--- src/rtl/core/itp_pkg.sv ---
// Shared types and constants for the interrupt table entry parser.
package itp_pkg;

  localparam int unsigned HeaderBytes  = 44;
  localparam int unsigned IdSlots      = 64;
  localparam int unsigned MaxCpusDef   = 64;
  localparam int unsigned QueueDepthDef = 4;

  localparam int unsigned OutDataW = 88;

  typedef enum logic [1:0] {
    EV_CPU   = 2'd0,
    EV_IO    = 2'd1,
    EV_DONE  = 2'd2,
    EV_ABORT = 2'd3
  } event_e;

  // Results caused by one table byte: a first result and an optional closing one.
  typedef struct packed {
    event_e      ev_a;
    logic [5:0]  cpu_index;
    logic [7:0]  apic_id;
    logic [31:0] io_addr;
    logic [31:0] local_addr;
    logic [6:0]  cpu_total;
    logic        two;
    event_e      ev_b;
  } rec_t;

endpackage

--- src/rtl/core/itp_front.sv ---
// Front end: walks the table bytes, tracks header and entry state, builds result records.
module itp_front #(
  parameter int unsigned MAX_CPUS = itp_pkg::MaxCpusDef
) (
  input  logic         clk_i,
  input  logic         rst_ni,
  input  logic         valid_i,
  output logic         ready_o,
  input  logic [7:0]   byte_i,
  input  logic         first_i,
  input  logic         full_i,
  output logic         push_o,
  output itp_pkg::rec_t rec_o
);
  import itp_pkg::*;

  localparam int unsigned Limit = (MAX_CPUS < IdSlots) ? MAX_CPUS : IdSlots;
  localparam logic [6:0] LimitW = 7'(Limit);

  typedef enum logic [1:0] {
    PH_HEADER  = 2'd0,
    PH_ENTRIES = 2'd1,
    PH_DONE    = 2'd2
  } phase_e;

  phase_e      phase_q, phase_d;
  logic [31:0] pos_q, pos_d;
  logic [31:0] dlen_q, dlen_d;
  logic [31:0] laddr_q, laddr_d;
  logic [7:0]  off_q, off_d;
  logic [7:0]  etype_q, etype_d;
  logic [7:0]  elen_q, elen_d;
  logic [31:0] gather_q, gather_d;
  logic [31:0] ioaddr_q, ioaddr_d;
  logic [6:0]  cnt_q, cnt_d;

  logic   fire;
  logic   has_a, ends;
  event_e ev_a, ev_end;
  logic [5:0] slot;

  assign ready_o = !full_i;
  assign fire    = valid_i && ready_o;

  always_comb begin
    phase_e      ph_c;
    logic [31:0] pos_c;
    logic [8:0]  off_nx;
    ph_c     = first_i ? PH_HEADER : phase_q;
    pos_c    = first_i ? 32'd0 : pos_q;
    dlen_d   = first_i ? 32'd0 : dlen_q;
    laddr_d  = first_i ? 32'd0 : laddr_q;
    off_d    = first_i ? 8'd0 : off_q;
    etype_d  = first_i ? 8'd0 : etype_q;
    elen_d   = first_i ? 8'd0 : elen_q;
    gather_d = first_i ? 32'd0 : gather_q;
    ioaddr_d = first_i ? 32'd0 : ioaddr_q;
    cnt_d    = first_i ? 7'd0 : cnt_q;
    phase_d  = ph_c;
    off_nx   = {1'b0, off_d} + 9'd1;
    has_a    = 1'b0;
    ev_a     = EV_CPU;
    ends     = 1'b0;
    ev_end   = EV_DONE;
    slot     = cnt_d[5:0];

    case (ph_c)
      PH_HEADER: begin
        if (pos_c >= 32'd4 && pos_c <= 32'd7) begin
          dlen_d = dlen_d | (32'(byte_i) << {pos_c[1:0], 3'b000});
        end else if (pos_c >= 32'd36 && pos_c <= 32'd39) begin
          laddr_d = laddr_d | (32'(byte_i) << {pos_c[1:0], 3'b000});
        end
        if (pos_c == 32'(HeaderBytes - 1)) begin
          off_d = 8'd0;
          if (dlen_d <= 32'(HeaderBytes)) begin
            ends    = 1'b1;
            phase_d = PH_DONE;
          end else begin
            phase_d = PH_ENTRIES;
          end
        end
      end
      PH_ENTRIES: begin
        if (off_d == 8'd0) begin
          etype_d = byte_i;
          off_d   = 8'd1;
        end else if (off_d == 8'd1) begin
          elen_d = byte_i;
          if (byte_i == 8'd0) begin
            ends    = 1'b1;
            ev_end  = EV_ABORT;
            phase_d = PH_DONE;
          end else if (byte_i == 8'd1) begin
            // length byte doubles as the type byte of the next entry
            if (pos_c >= dlen_d) begin
              ends    = 1'b1;
              phase_d = PH_DONE;
            end else begin
              etype_d = byte_i;
              off_d   = 8'd1;
            end
          end else if (byte_i == 8'd2) begin
            off_d = 8'd0;
            if ({1'b0, pos_c} + 33'd1 >= {1'b0, dlen_d}) begin
              ends    = 1'b1;
              phase_d = PH_DONE;
            end
          end else begin
            off_d = 8'd2;
          end
        end else begin
          if (etype_d == 8'd0 && off_d == 8'd3 && elen_d >= 8'd4) begin
            if (cnt_d < LimitW) begin
              cnt_d = cnt_d + 7'd1;
              has_a = 1'b1;
              ev_a  = EV_CPU;
            end
          end else if (etype_d == 8'd1 && off_d >= 8'd4 && off_d <= 8'd7
                       && elen_d >= 8'd8) begin
            if (off_d == 8'd4) begin
              gather_d = 32'd0;
            end
            gather_d = gather_d | (32'(byte_i) << {off_d[1:0], 3'b000});
            if (off_d == 8'd7) begin
              ioaddr_d = gather_d;
              has_a    = 1'b1;
              ev_a     = EV_IO;
            end
          end
          if (off_nx >= {1'b0, elen_d}) begin
            off_d = 8'd0;
            if ({1'b0, pos_c} + 33'd1 >= {1'b0, dlen_d}) begin
              ends    = 1'b1;
              phase_d = PH_DONE;
            end
          end else begin
            off_d = off_nx[7:0];
          end
        end
      end
      default: begin
      end
    endcase

    pos_d = (pos_c != '1) ? pos_c + 32'd1 : pos_c;
  end

  always_comb begin
    rec_o.ev_a       = has_a ? ev_a : ev_end;
    rec_o.cpu_index  = (has_a && ev_a == EV_CPU) ? slot : 6'd0;
    rec_o.apic_id    = (has_a && ev_a == EV_CPU) ? byte_i : 8'd0;
    rec_o.io_addr    = ioaddr_d;
    rec_o.local_addr = laddr_d;
    rec_o.cpu_total  = cnt_d;
    rec_o.two        = has_a && ends;
    rec_o.ev_b       = ev_end;
  end

  assign push_o = fire && (has_a || ends);

  always_ff @(posedge clk_i or negedge rst_ni) begin
    if (!rst_ni) begin
      phase_q  <= PH_HEADER;
      pos_q    <= '0;
      dlen_q   <= '0;
      laddr_q  <= '0;
      off_q    <= '0;
      etype_q  <= '0;
      elen_q   <= '0;
      gather_q <= '0;
      ioaddr_q <= '0;
      cnt_q    <= '0;
    end else if (fire) begin
      phase_q  <= phase_d;
      pos_q    <= pos_d;
      dlen_q   <= dlen_d;
      laddr_q  <= laddr_d;
      off_q    <= off_d;
      etype_q  <= etype_d;
      elen_q   <= elen_d;
      gather_q <= gather_d;
      ioaddr_q <= ioaddr_d;
      cnt_q    <= cnt_d;
    end
  end

  a_quiet_after_end: assert property (@(posedge clk_i) disable iff (!rst_ni)
    fire && !first_i && phase_q == PH_DONE |-> !push_o)
    else $error("result produced after walk ended");

  a_count_bound: assert property (@(posedge clk_i) disable iff (!rst_ni)
    cnt_q <= LimitW)
    else $error("processor count above limit");

  a_end_sets_done: assert property (@(posedge clk_i) disable iff (!rst_ni)
    fire && ends |=> phase_q == PH_DONE)
    else $error("walk end without done phase");

endmodule

--- src/rtl/core/itp_queue.sv ---
// Short record queue between the parsing front end and the output stage.
module itp_queue #(
  parameter int unsigned DEPTH = itp_pkg::QueueDepthDef
) (
  input  logic          clk_i,
  input  logic          rst_ni,
  input  logic          push_i,
  input  itp_pkg::rec_t rec_i,
  input  logic          pop_i,
  output itp_pkg::rec_t rec_o,
  output logic          full_o,
  output logic          empty_o
);
  import itp_pkg::*;

  localparam int unsigned PtrW = (DEPTH > 1) ? $clog2(DEPTH) : 1;
  localparam int unsigned CntW = $clog2(DEPTH + 1);
  localparam logic [PtrW-1:0] LastPtr = PtrW'(DEPTH - 1);
  localparam logic [CntW-1:0] DepthC  = CntW'(DEPTH);

  rec_t            mem_q [DEPTH];
  logic [PtrW-1:0] wr_q, rd_q;
  logic [CntW-1:0] cnt_q;

  assign full_o  = cnt_q == DepthC;
  assign empty_o = cnt_q == '0;
  assign rec_o   = mem_q[rd_q];

  always_ff @(posedge clk_i) begin
    if (push_i) begin
      mem_q[wr_q] <= rec_i;
    end
  end

  always_ff @(posedge clk_i or negedge rst_ni) begin
    if (!rst_ni) begin
      wr_q  <= '0;
      rd_q  <= '0;
      cnt_q <= '0;
    end else begin
      if (push_i) begin
        wr_q <= (wr_q == LastPtr) ? '0 : wr_q + PtrW'(1);
      end
      if (pop_i) begin
        rd_q <= (rd_q == LastPtr) ? '0 : rd_q + PtrW'(1);
      end
      if (push_i && !pop_i) begin
        cnt_q <= cnt_q + CntW'(1);
      end else if (pop_i && !push_i) begin
        cnt_q <= cnt_q - CntW'(1);
      end
    end
  end

  a_no_overflow: assert property (@(posedge clk_i) disable iff (!rst_ni)
    !(push_i && full_o))
    else $error("push into full queue");

  a_no_underflow: assert property (@(posedge clk_i) disable iff (!rst_ni)
    !(pop_i && empty_o))
    else $error("pop from empty queue");

  a_count_moves: assert property (@(posedge clk_i) disable iff (!rst_ni)
    push_i && !pop_i |=> cnt_q == $past(cnt_q) + CntW'(1))
    else $error("queue count did not advance on push");

endmodule

--- src/rtl/core/itp_back.sv ---
// Output stage: unpacks queued records into one or two result transactions.
module itp_back (
  input  logic          clk_i,
  input  logic          rst_ni,
  input  itp_pkg::rec_t rec_i,
  input  logic          empty_i,
  output logic          pop_o,
  output logic          valid_o,
  input  logic          ready_i,
  output logic [1:0]    event_o,
  output logic [5:0]    cpu_index_o,
  output logic [7:0]    apic_id_o,
  output logic [31:0]   io_addr_o,
  output logic [31:0]   local_addr_o,
  output logic [6:0]    cpu_total_o,
  output logic          last_o
);
  import itp_pkg::*;

  logic        valid_q;
  logic        pend_q;
  event_e      ev_q, evb_q;
  logic [5:0]  idx_q;
  logic [7:0]  id_q;
  logic [31:0] io_q, la_q;
  logic [6:0]  tot_q;
  logic        last_q;
  logic        load;

  assign load  = !valid_q || ready_i;
  assign pop_o = load && !pend_q && !empty_i;

  always_ff @(posedge clk_i or negedge rst_ni) begin
    if (!rst_ni) begin
      valid_q <= 1'b0;
      pend_q  <= 1'b0;
    end else if (load) begin
      if (pend_q) begin
        valid_q <= 1'b1;
        pend_q  <= 1'b0;
      end else begin
        valid_q <= !empty_i;
        pend_q  <= !empty_i && rec_i.two;
      end
    end
  end

  // Payload needs no reset; the closing result keeps the snapshot fields.
  always_ff @(posedge clk_i) begin
    if (load) begin
      if (pend_q) begin
        ev_q   <= evb_q;
        idx_q  <= 6'd0;
        id_q   <= 8'd0;
        last_q <= 1'b1;
      end else if (!empty_i) begin
        ev_q   <= rec_i.ev_a;
        idx_q  <= rec_i.cpu_index;
        id_q   <= rec_i.apic_id;
        io_q   <= rec_i.io_addr;
        la_q   <= rec_i.local_addr;
        tot_q  <= rec_i.cpu_total;
        last_q <= !rec_i.two;
        evb_q  <= rec_i.ev_b;
      end
    end
  end

  assign valid_o      = valid_q;
  assign event_o      = ev_q;
  assign cpu_index_o  = idx_q;
  assign apic_id_o    = id_q;
  assign io_addr_o    = io_q;
  assign local_addr_o = la_q;
  assign cpu_total_o  = tot_q;
  assign last_o       = last_q;

  a_pend_shown: assert property (@(posedge clk_i) disable iff (!rst_ni)
    pend_q |-> valid_q && !last_q)
    else $error("closing result pending without first shown");

  a_no_pop_pending: assert property (@(posedge clk_i) disable iff (!rst_ni)
    pend_q |-> !pop_o)
    else $error("queue popped while closing result pending");

  a_close_follows: assert property (@(posedge clk_i) disable iff (!rst_ni)
    pend_q && ready_i |=> valid_q && last_q && idx_q == 6'd0)
    else $error("closing result not issued after first");

endmodule

--- src/rtl/core/interrupt_table_entry_parser.sv ---
// Top level of the interrupt table entry parser: front end, record queue, output stage.
//
//  channel  | dir | handshake                     | payload
//  s_axis   | in  | s_axis_tvalid_i/tready_o      | tdata: table_byte, tuser: first_byte
//  m_axis   | out | m_axis_tvalid_o/tready_i      | tdata: result fields, tuser: event_res,
//           |     |                               | tlast: last
//
// One table byte is taken per cycle; the front end updates all parse state as each byte is taken.
// A byte that reports an event and ends the walk gives two results, which the output stage
// sends one after the other, popping no record from the queue until the second is sent.
// The queue of QUEUE_DEPTH records absorbs output stalls; input stalls only when it is full.
// Reset clears all parse state and empties the queue; no clearing pass is needed.
module interrupt_table_entry_parser #(
  parameter int unsigned MAX_CPUS    = itp_pkg::MaxCpusDef,
  parameter int unsigned QUEUE_DEPTH = itp_pkg::QueueDepthDef
) (
  input  logic                         clk_i,
  input  logic                         rst_ni,
  input  logic                         s_axis_tvalid_i,
  output logic                         s_axis_tready_o,
  input  logic [7:0]                   s_axis_tdata_i,  // [7:0] table_byte
  input  logic                         s_axis_tuser_i,  // [0] first_byte
  output logic                         m_axis_tvalid_o,
  input  logic                         m_axis_tready_i,
  // [5:0] cpu_index, [13:6] apic_id, [45:14] io_controller_address,
  // [77:46] local_controller_address, [84:78] cpu_total, [87:85] zero
  output logic [itp_pkg::OutDataW-1:0] m_axis_tdata_o,
  output logic [1:0]                   m_axis_tuser_o,  // [1:0] event_res
  output logic                         m_axis_tlast_o
);
  import itp_pkg::*;

  rec_t        push_rec, head_rec;
  logic        push, pop, full, empty;
  logic [5:0]  cpu_index;
  logic [7:0]  apic_id;
  logic [31:0] io_addr, local_addr;
  logic [6:0]  cpu_total;

  itp_front #(
    .MAX_CPUS (MAX_CPUS)
  ) u_front (
    .clk_i   (clk_i),
    .rst_ni  (rst_ni),
    .valid_i (s_axis_tvalid_i),
    .ready_o (s_axis_tready_o),
    .byte_i  (s_axis_tdata_i),
    .first_i (s_axis_tuser_i),
    .full_i  (full),
    .push_o  (push),
    .rec_o   (push_rec)
  );

  itp_queue #(
    .DEPTH (QUEUE_DEPTH)
  ) u_queue (
    .clk_i   (clk_i),
    .rst_ni  (rst_ni),
    .push_i  (push),
    .rec_i   (push_rec),
    .pop_i   (pop),
    .rec_o   (head_rec),
    .full_o  (full),
    .empty_o (empty)
  );

  itp_back u_back (
    .clk_i        (clk_i),
    .rst_ni       (rst_ni),
    .rec_i        (head_rec),
    .empty_i      (empty),
    .pop_o        (pop),
    .valid_o      (m_axis_tvalid_o),
    .ready_i      (m_axis_tready_i),
    .event_o      (m_axis_tuser_o),
    .cpu_index_o  (cpu_index),
    .apic_id_o    (apic_id),
    .io_addr_o    (io_addr),
    .local_addr_o (local_addr),
    .cpu_total_o  (cpu_total),
    .last_o       (m_axis_tlast_o)
  );

  assign m_axis_tdata_o = {3'b000, cpu_total, local_addr, io_addr, apic_id, cpu_index};

endmodule

--- config.mk ---
export PLATFORM = sky130hd
export DESIGN_NAME = interrupt_table_entry_parser
export DESIGN_NICKNAME = d
export VERILOG_FILES = /design/src/rtl/core/itp_pkg.sv /design/src/rtl/core/itp_front.sv /design/src/rtl/core/itp_queue.sv /design/src/rtl/core/itp_back.sv /design/src/rtl/core/interrupt_table_entry_parser.sv
export SDC_FILE = /design/constraint.sdc
export NUM_CORES = 1
export LEC_CHECK = 0
export BUFFER_PORTS_ARGS = -buffer_cell sky130_fd_sc_hd__buf_2
export CAP_MARGIN = 0
export CORE_MARGIN = 1.5
export CORE_UTILIZATION = 45
export CTS_BUF_LIST = sky130_fd_sc_hd__clkbuf_4
export DETAILED_ROUTE_END_ITERATION = 6
export PLACE_DENSITY_LB_ADDON = 0.15
export SYNTH_ARGS = -nofsm -noshare
export SYNTH_HDL_FRONTEND = slang
export SYNTH_HIERARCHICAL = 1
export SYNTH_SLANG_ARGS = --single-unit
--- constraint.sdc ---
create_clock -name clk_i -period 7.9 [get_ports clk_i]
set_input_delay 0.395 -clock clk_i [delete_from_list [all_inputs] [get_ports clk_i]]
set_output_delay 0.395 -clock clk_i [all_outputs]
set_load 0.005 [all_outputs]
Yosys cells after proc, flatten, opt, wreduce, memory -nomap -nowiden
Memories as Yosys holds them, arrays and structs flattened.
Index checks and enable logic that the tools add are counted.
W data, S select, Z words.
{"block": "word_totals", "register_bits": 292, "latch_bits": 0, "mem_bits_rw": 360, "rom_bits": 0, "in_bits": 13, "out_inout_bits": 93, "wordCells": 212, "memories": 1}
{"memory": "u_queue.mem_q", "depth": 4, "word_bits": 90, "rd": 1, "rd_ports_with_merged_regs": 0, "write_ports": 1, "line_no": "itp_queue.sv:21", "rtl": "rec_t mem_q [DEPTH];"}
{"block": "classes", "addsub": 8, "multipliers": 0, "div": 0, "order_cmp": 13, "eq_ne": 14, "shifts": 2, "n_mux": 112, "n_bitwise": 5, "reduce_logical": 34}
{"operator": "$mux W32", "count": 29}
{"operator": "$mux W8", "count": 21}
{"operator": "$or A32 B32 Y32", "count": 3}
{"operator": "$le A32 B6 Y1 const B", "count": 2}
{"operator": "$shl A8 B5 Y32", "count": 2}
{"operator": "$mux W2", "count": 25}
{"operator": "$mux W7", "count": 6}
{"operator": "$add A32 B1 Y33 const B", "count": 1}
{"operator": "$ge A33 B32 Y1", "count": 1}
{"operator": "$add A32 B1 Y32 const B", "count": 1}
{"operator": "$eq A32 B6 Y1 const B", "count": 1}
{"operator": "$ge A32 B3 Y1 const B", "count": 1}
{"operator": "$ge A32 B32 Y1", "count": 1}
{"operator": "$ge A32 B6 Y1 const B", "count": 1}
{"operator": "$le A32 B3 Y1 const B", "count": 1}
{"operator": "$ne A32 B32 Y1 const B", "count": 1}
{"operator": "$eq A8 B1 Y1 const B", "count": 3}
{"operator": "$logic_not A8 Y1", "count": 3}
{"operator": "$mux W1", "count": 24}
{"operator": "$eq A8 B2 Y1 const B", "count": 2}
{"operator": "$eq A8 B3 Y1 const B", "count": 2}
{"operator": "$ge A8 B3 Y1 const B", "count": 2}
{"operator": "$logic_and A1 B1 Y1", "count": 16}
{"operator": "$pmux W8 S2", "count": 1}
{"operator": "25 further kinds", "count": 38}

Longest topological paths before layout
{"block": "logic_depth", "word_depth": 17, "ltp_mapped": 26, "mapped_depth_nobuf": 22}

Cells and area by module
The synthesis kept the hierarchy.
{"mod": "itp_queue", "n_inst": 1, "cells_each": 507, "area_per_inst_um2": 13409.1, "seq_area_each_um2": 10985.5}
{"mod": "itp_front", "n_inst": 1, "cells_each": 1334, "area_per_inst_um2": 12527.0, "seq_area_each_um2": 4829.6}
{"mod": "itp_back", "n_inst": 1, "cells_each": 119, "area_per_inst_um2": 2951.6, "seq_area_each_um2": 2752.6}
{"mod": "interrupt_table_entry_parser", "n_inst": 1, "cells_each": 4, "area_per_inst_um2": 26.3, "seq_area_each_um2": 0.0}

Worst setup path before layout
OpenSTA, ideal clock, no wires.
{"block": "synth_timing", "path_kind": "input -> register", "startpoint": "in s_axis_tuser_i", "endpoint": "mem u_queue/mem_q[0][0] in the netlist's numbering, enable pin", "setup_time_ns": 0.459, "arrival_time_ns": 6.160, "required_ns": 7.441, "slack_ns": 1.282, "stages": 19, "path_buffers": 3, "path_cell_list": "buf_2 -> buf_2 -> buf_2 -> nor2b_1 -> ha_1 -> and4b_1 -> nand4_4 -> nor4_4 -> nand3_1 -> xnor2_1 -> ha_1 -> nand4_1 -> nor4_1 -> nand4_1 -> nand2_1 -> o31ai_1 -> o211ai_1 -> a21o_1 -> and2_1"}
{"block": "synth_between", "elab_chain_len": 14, "elab_cells_between_ends": 61, "cone_classes": "add/sub (2); order compare (11); eq/ne (6); shift (1); mux (29); bitwise (1); reduce/logical (11)"}
{"element": "from (decl)", "line_no": "interrupt_table_entry_parser.sv:22", "rtl": "input logic s_axis_tuser_i,"}
{"element": "$mux W32, or another cell as far along", "line_no": "itp_front.sv:50", "rtl": "pos_c = first_i ? 32'd0 : pos_q;"}
{"element": "$add A32 B1 Y33, or another cell as far along", "line_no": "itp_front.sv:105, itp_front.sv:133"}
{"element": "$ge A33 B32 Y1 or $logic_and A1 B1 Y1 (tied branches)", "line_no": "itp_front.sv:105, itp_front.sv:133, itp_front.sv:119"}
{"element": "$mux W1 or $logic_and A1 B1 Y1 (tied branches)", "line_no": "itp_front.sv:105, itp_front.sv:133, itp_front.sv:119"}
{"element": "$mux W1 or $logic_and A1 B1 Y1 (tied branches)", "line_no": "itp_front.sv:103, itp_front.sv:120"}
{"element": "$mux W1 (on tied branches)", "line_no": "itp_front.sv:94, itp_front.sv:119"}
{"element": "$mux W1 (on tied branches)", "line_no": "itp_front.sv:90, itp_front.sv:113"}
{"element": "$mux W1", "line_no": "itp_front.sv:88", "rtl": "end else if (off_d == 8'd1) begin"}
{"element": "$mux W1", "line_no": "itp_front.sv:85", "rtl": "if (off_d == 8'd0) begin"}
{"element": "$pmux W1 S2 or $mux W1 (tied branches)", "line_no": "itp_front.sv:67", "rtl": "case (ph_c)"}
{"element": "$logic_or A1 B1 Y1 *", "line_no": "itp_front.sv:160", "rtl": "assign push_o = fire && (has_a || ends);"}
{"element": "$logic_and A1 B1 Y1 *", "line_no": "itp_front.sv:160"}
{"element": "net push", "line_no": "interrupt_table_entry_parser.sv:34", "rtl": "logic push, pop, full, empty;"}
{"element": "$mux W1 *", "line_no": "itp_queue.sv:30", "rtl": "if (push_i) begin"}
{"element": "$mux W1 (not written as such) *", "line_no": "itp_queue.sv:31", "rtl": "mem_q[wr_q] <= rec_i;"}
{"element": "to (decl)", "line_no": "itp_queue.sv:21"}
Mark *: on every way through the listed nets, which the timed path passes. The rest lies on a longest branch. The select of a mux whose other input is x is not followed.

Worst setup path in the final report
{"block": "layout_timing", "startpoint": "reg u_front.pos_q[0]", "endpoint": "mem u_queue/mem_q[0][28] in the netlist's numbering, enable pin"}
{"block": "layout_between", "elab_chain_len": 14, "elab_cells_between_ends": 28, "cone_classes": "add/sub (1); order compare (5); eq/ne (1); shift (1); mux (16); bitwise (1); reduce/logical (3)"}
{"element": "from (decl)", "line_no": "itp_front.sv:27", "rtl": "logic [31:0] pos_q, pos_d;"}
{"element": "from (signal assigned)", "line_no": "itp_front.sv:176", "rtl": "pos_q <= pos_d;"}
{"element": "$mux W32 *", "line_no": "itp_front.sv:50"}
{"element": "$add A32 B1 Y33", "line_no": "itp_front.sv:105, itp_front.sv:133"}
{"element": "$ge A33 B32 Y1", "line_no": "itp_front.sv:105, itp_front.sv:133"}
{"element": "$mux W1", "line_no": "itp_front.sv:105, itp_front.sv:133"}
{"element": "$mux W1", "line_no": "itp_front.sv:103", "rtl": "end else if (byte_i == 8'd2) begin"}
{"element": "$mux W1", "line_no": "itp_front.sv:94", "rtl": "end else if (byte_i == 8'd1) begin"}
{"element": "$mux W1", "line_no": "itp_front.sv:90", "rtl": "if (byte_i == 8'd0) begin"}
{"element": "$mux W1", "line_no": "itp_front.sv:88"}
{"element": "$mux W1", "line_no": "itp_front.sv:85"}
{"element": "$pmux W1 S2 *", "line_no": "itp_front.sv:67"}
{"element": "$logic_or A1 B1 Y1 *", "line_no": "itp_front.sv:160"}
{"element": "$logic_and A1 B1 Y1 *", "line_no": "itp_front.sv:160"}
{"element": "net push", "line_no": "interrupt_table_entry_parser.sv:34"}
{"element": "$mux W1 *", "line_no": "itp_queue.sv:30"}
{"element": "$mux W1 (not written as such) *", "line_no": "itp_queue.sv:31"}
Marked as above.

==> results.toml <==
[detailed_routing]
avgViaCountPerCell = 5.62
drt_iter0_markers = 1361
drt.antenna.violating_nets = 0
drt-total-wl_um = 65300
wl_per_cell_um = 20.7
dr.pass1.iters = 5
drc_errors = 0
vias = 17690

[cells_and_area]
final_nets = 2260
fin_util = 0.515
fin_area_um2 = 32600
stdcell_count = 3148
drive_gt1_frac = 0.276
area_growth_syn_to_layout_pct = 12.8

[placement]
hpwl_um = 39900
place_ws_ns = 1.56
portBuffers = 102
placedCellCount = 2825
routabilityCongestion = 0.864
detailed_place.area_um2 = 30200

[floorplan]
core_area_um2 = 63300
die_w_um = 256
dieArea_um2 = 65800
io_pins = 106
start_util = 0.457
die_y_um = 256
row_count = 92

[sta]
drv_slew = 0
period_minus_slack_ns = 6.19
timing.final.crit_share = 0.783
setup_viol = 0
fin_ws_ns = 1.71
hold_viol = 0
whs_ns = 0.269
max_freq_mhz = 162
worstMarginPinSlew_ns = 1.17
finClkSkew_ns = 0.0603
max_slew_margin = 0.214
rsz0062_at_grt = "false"
fin_tns_setup_ns = 0

[yosys]
synth-main-ff-cell = "edfxtp_1"
yosys.area.top_type = "edfxtp_1"
syn_inst = 1964
synth-seq-area-share = 0.642
synth.avg_cell_area_um2 = 14.7
synth_warnings = 6
synth_edf_count = 450
async_flop_share = 0.310
synth.most_common_cell = "edfxtp_1"
synthesis.area_um2 = 28900
synthTopCellsByCount = "450 x edfxtp_1, 202 x dfrtp_1, 173 x nand2_1"
synth.area.top_cells = "edfxtp_1 47%, dfrtp_1 17%, mux4_2 7.0%"
ys_seq_elements = 652
ys_types = 83
synth_top_area_share = 0.467

[run_status]
status = "complete, no violations"

[min_path]
min_to = "u_back/pend_q$_DFFE_PN0P_"
min-delay-start = "m_axis_tready_i"
whs_path_depth = 4
min_path_type = "in -> reg"

[power_and_ir_drop]
total_power_mw = 8.21
p_per_area_nw_per_um2 = 252
ir_drop_uv = 153
p_leak_nw = 11.9

[clocking]
cts_hold_buf = 14
cts_buffers = 169
cts_root_buf = "clkbuf_4"
cts_buffer_depth = 3
cts_post_setup_buffers_inserted = 0
clk_transition_reported_paths_ns = 0.06
clk_latency_ns = 0.99
cts_resized = 0
cts_tree = "built"
clock_sinks = 652
h-tree-depth = 4

[critical_path]
cp-end-kind = "flip-flop"
crit_required_ns = 8.54
worstSetupPathType = "reg -> reg"
reg2reg_slack_ns = 1.71
worstReg2RegStart = "u_front/pos_q[0]$_DFFE_PN0P_"
arrival_ns = 6.82
worstSetupStartpointType = "flip-flop"
reg2reg_depth = 16
crit_fanout = 52
r2r-end = "u_queue/mem_q[0][28]$_DFFE_PP_"

[global_routing]
overflow = 0
grt_antenna_before_repair = 1
grt_pass1_wl_um = 103000
grt_use_total = 0.203
grt_pass1_vias = 18326
grt_max_degree = 89

[flow_run]
max-cap-violations = 0
routing by layer:
layer	part of all wire	GRT usage	vias to the layer above
li1	-	-	8138
met1	0.45	0.276	8979
met2	0.48	0.321	463
met3	0.049	0.0423	110
met4	0.025	0.0820	0
met5	0	0	-
logic make-up (layout without fill, tap and decap cells):
kind of cell	after synthesis	after routing	share of synthesized area
AO/OA/AOI/OAI	383	383	0.0953
XOR/XNOR	42	42	0.0127
adder cells (fa/ha/maj)	83	83	0.0362
buffers and inverters	136	471	0.0238
flip-flops	652	652	0.642
multiplexers	137	137	0.0883
other	2	5	0.000260
AND/OR/NAND/NOR	529	529	0.101
area by class of cell:
cell class | count | area [µm²]
fillers | 5460 | 30700
flip-flops and latches | 652 | 18600
multi-input cells | 1178 | 9710
clock buffers | 261 | 1960
well taps | 846 | 1060
repair buffers | 142 | 922
clock inverters | 47 | 293
inverters | 21 | 81.3
diodes | 1 | 2.50
where the power goes:
part / internal (mW) / total [mW] / leakage, nW / switching [mW]
logic: 0.507 / 1.26 / 3.92 / 0.751
registers: 3.83 / 4.01 / 6.67 / 0.174
clock network: 1.61 / 2.95 / 1.35 / 1.34
total: 5.95 / 8.21 / 11.9 / 2.27
critical path, cell delays in order, from the launching register on:
cell and delay, ns:
dfrtp_1 0.42, nor2b_1 0.41, ha_1 0.33, and4b_1 0.32, nand4_4 0.21, nor4_4 0.52, nand3_1 0.25, xnor2_1 0.20
ha_1 0.32, nand4_1 0.16, nor4_1 0.70, o31a_1 0.25, o211ai_1 0.13, o211ai_1 0.23, a21o_1 0.33, and2_4 0.62
buf_12 0.38
how the worst max path moves through the flow:
stage                                      start                              to  slack, ns
finish              u_front/pos_q[0]$_DFFE_PN0P_  u_queue/mem_q[0][28]$_DFFE_PP_       1.71
global route        u_front/pos_q[0]$_DFFE_PN0P_  u_queue/mem_q[0][30]$_DFFE_PP_       1.35
CTS                 u_front/pos_q[0]$_DFFE_PN0P_  u_queue/mem_q[3][36]$_DFFE_PP_       1.75
detailed placement                s_axis_tuser_i  u_queue/mem_q[3][39]$_DFFE_PP_       1.56
global placement                  s_axis_tuser_i  u_queue/mem_q[1][39]$_DFFE_PP_       1.72
floorplan                         s_axis_tuser_i   u_queue/mem_q[0][0]$_DFFE_PP_       1.28
flip-flops by register name, summed over array words and instances, names as in the netlist, 3 cells and up:
signal               cells
u_back/io_addr_o        32
u_front/cnt_q            7
u_back/cpu_total_o       7
u_queue/mem_q          360
u_front/ioaddr_q        32
u_front/laddr_q         32
u_front/gather_q        32
u_back/local_addr_o     32
u_back/cpu_index_o       6
u_front/etype_q          8
u_back/apic_id_o         8
u_front/off_q            8
u_front/elen_q           8
u_front/pos_q           32
u_queue/cnt_q            3
u_front/dlen_q          32
placed cells by master (no fill, tap or decap), types with 7 or more instances in the layout:
cell type        n
and4_1          12
nand2_1        172
nand4_1         18
o211ai_1         9
a21oi_1         49
mux2_2          36
o21ai_0         80
o21ai_1          7
mux4_2          90
buf_2          101
and2_1          12
nor2_1          76
nor4_1          27
and3_1           7
xnor2_1         24
mux2i_1          8
buf_4           22
inv_1           20
nor3_1          15
edfxtp_1       450
nand2b_1        13
a22o_1         103
o22a_1          16
dfrtp_1        200
a22oi_1         33
nand3_2         28
ha_1            82
nor2b_1         52
clkinv_1        30
dlygate4sd3_1   13
o21ai_2         31
xor2_1          18
nand3_1         43
clkbuf_4       261
Note: power is estimated with default switching activity, not from simulation.
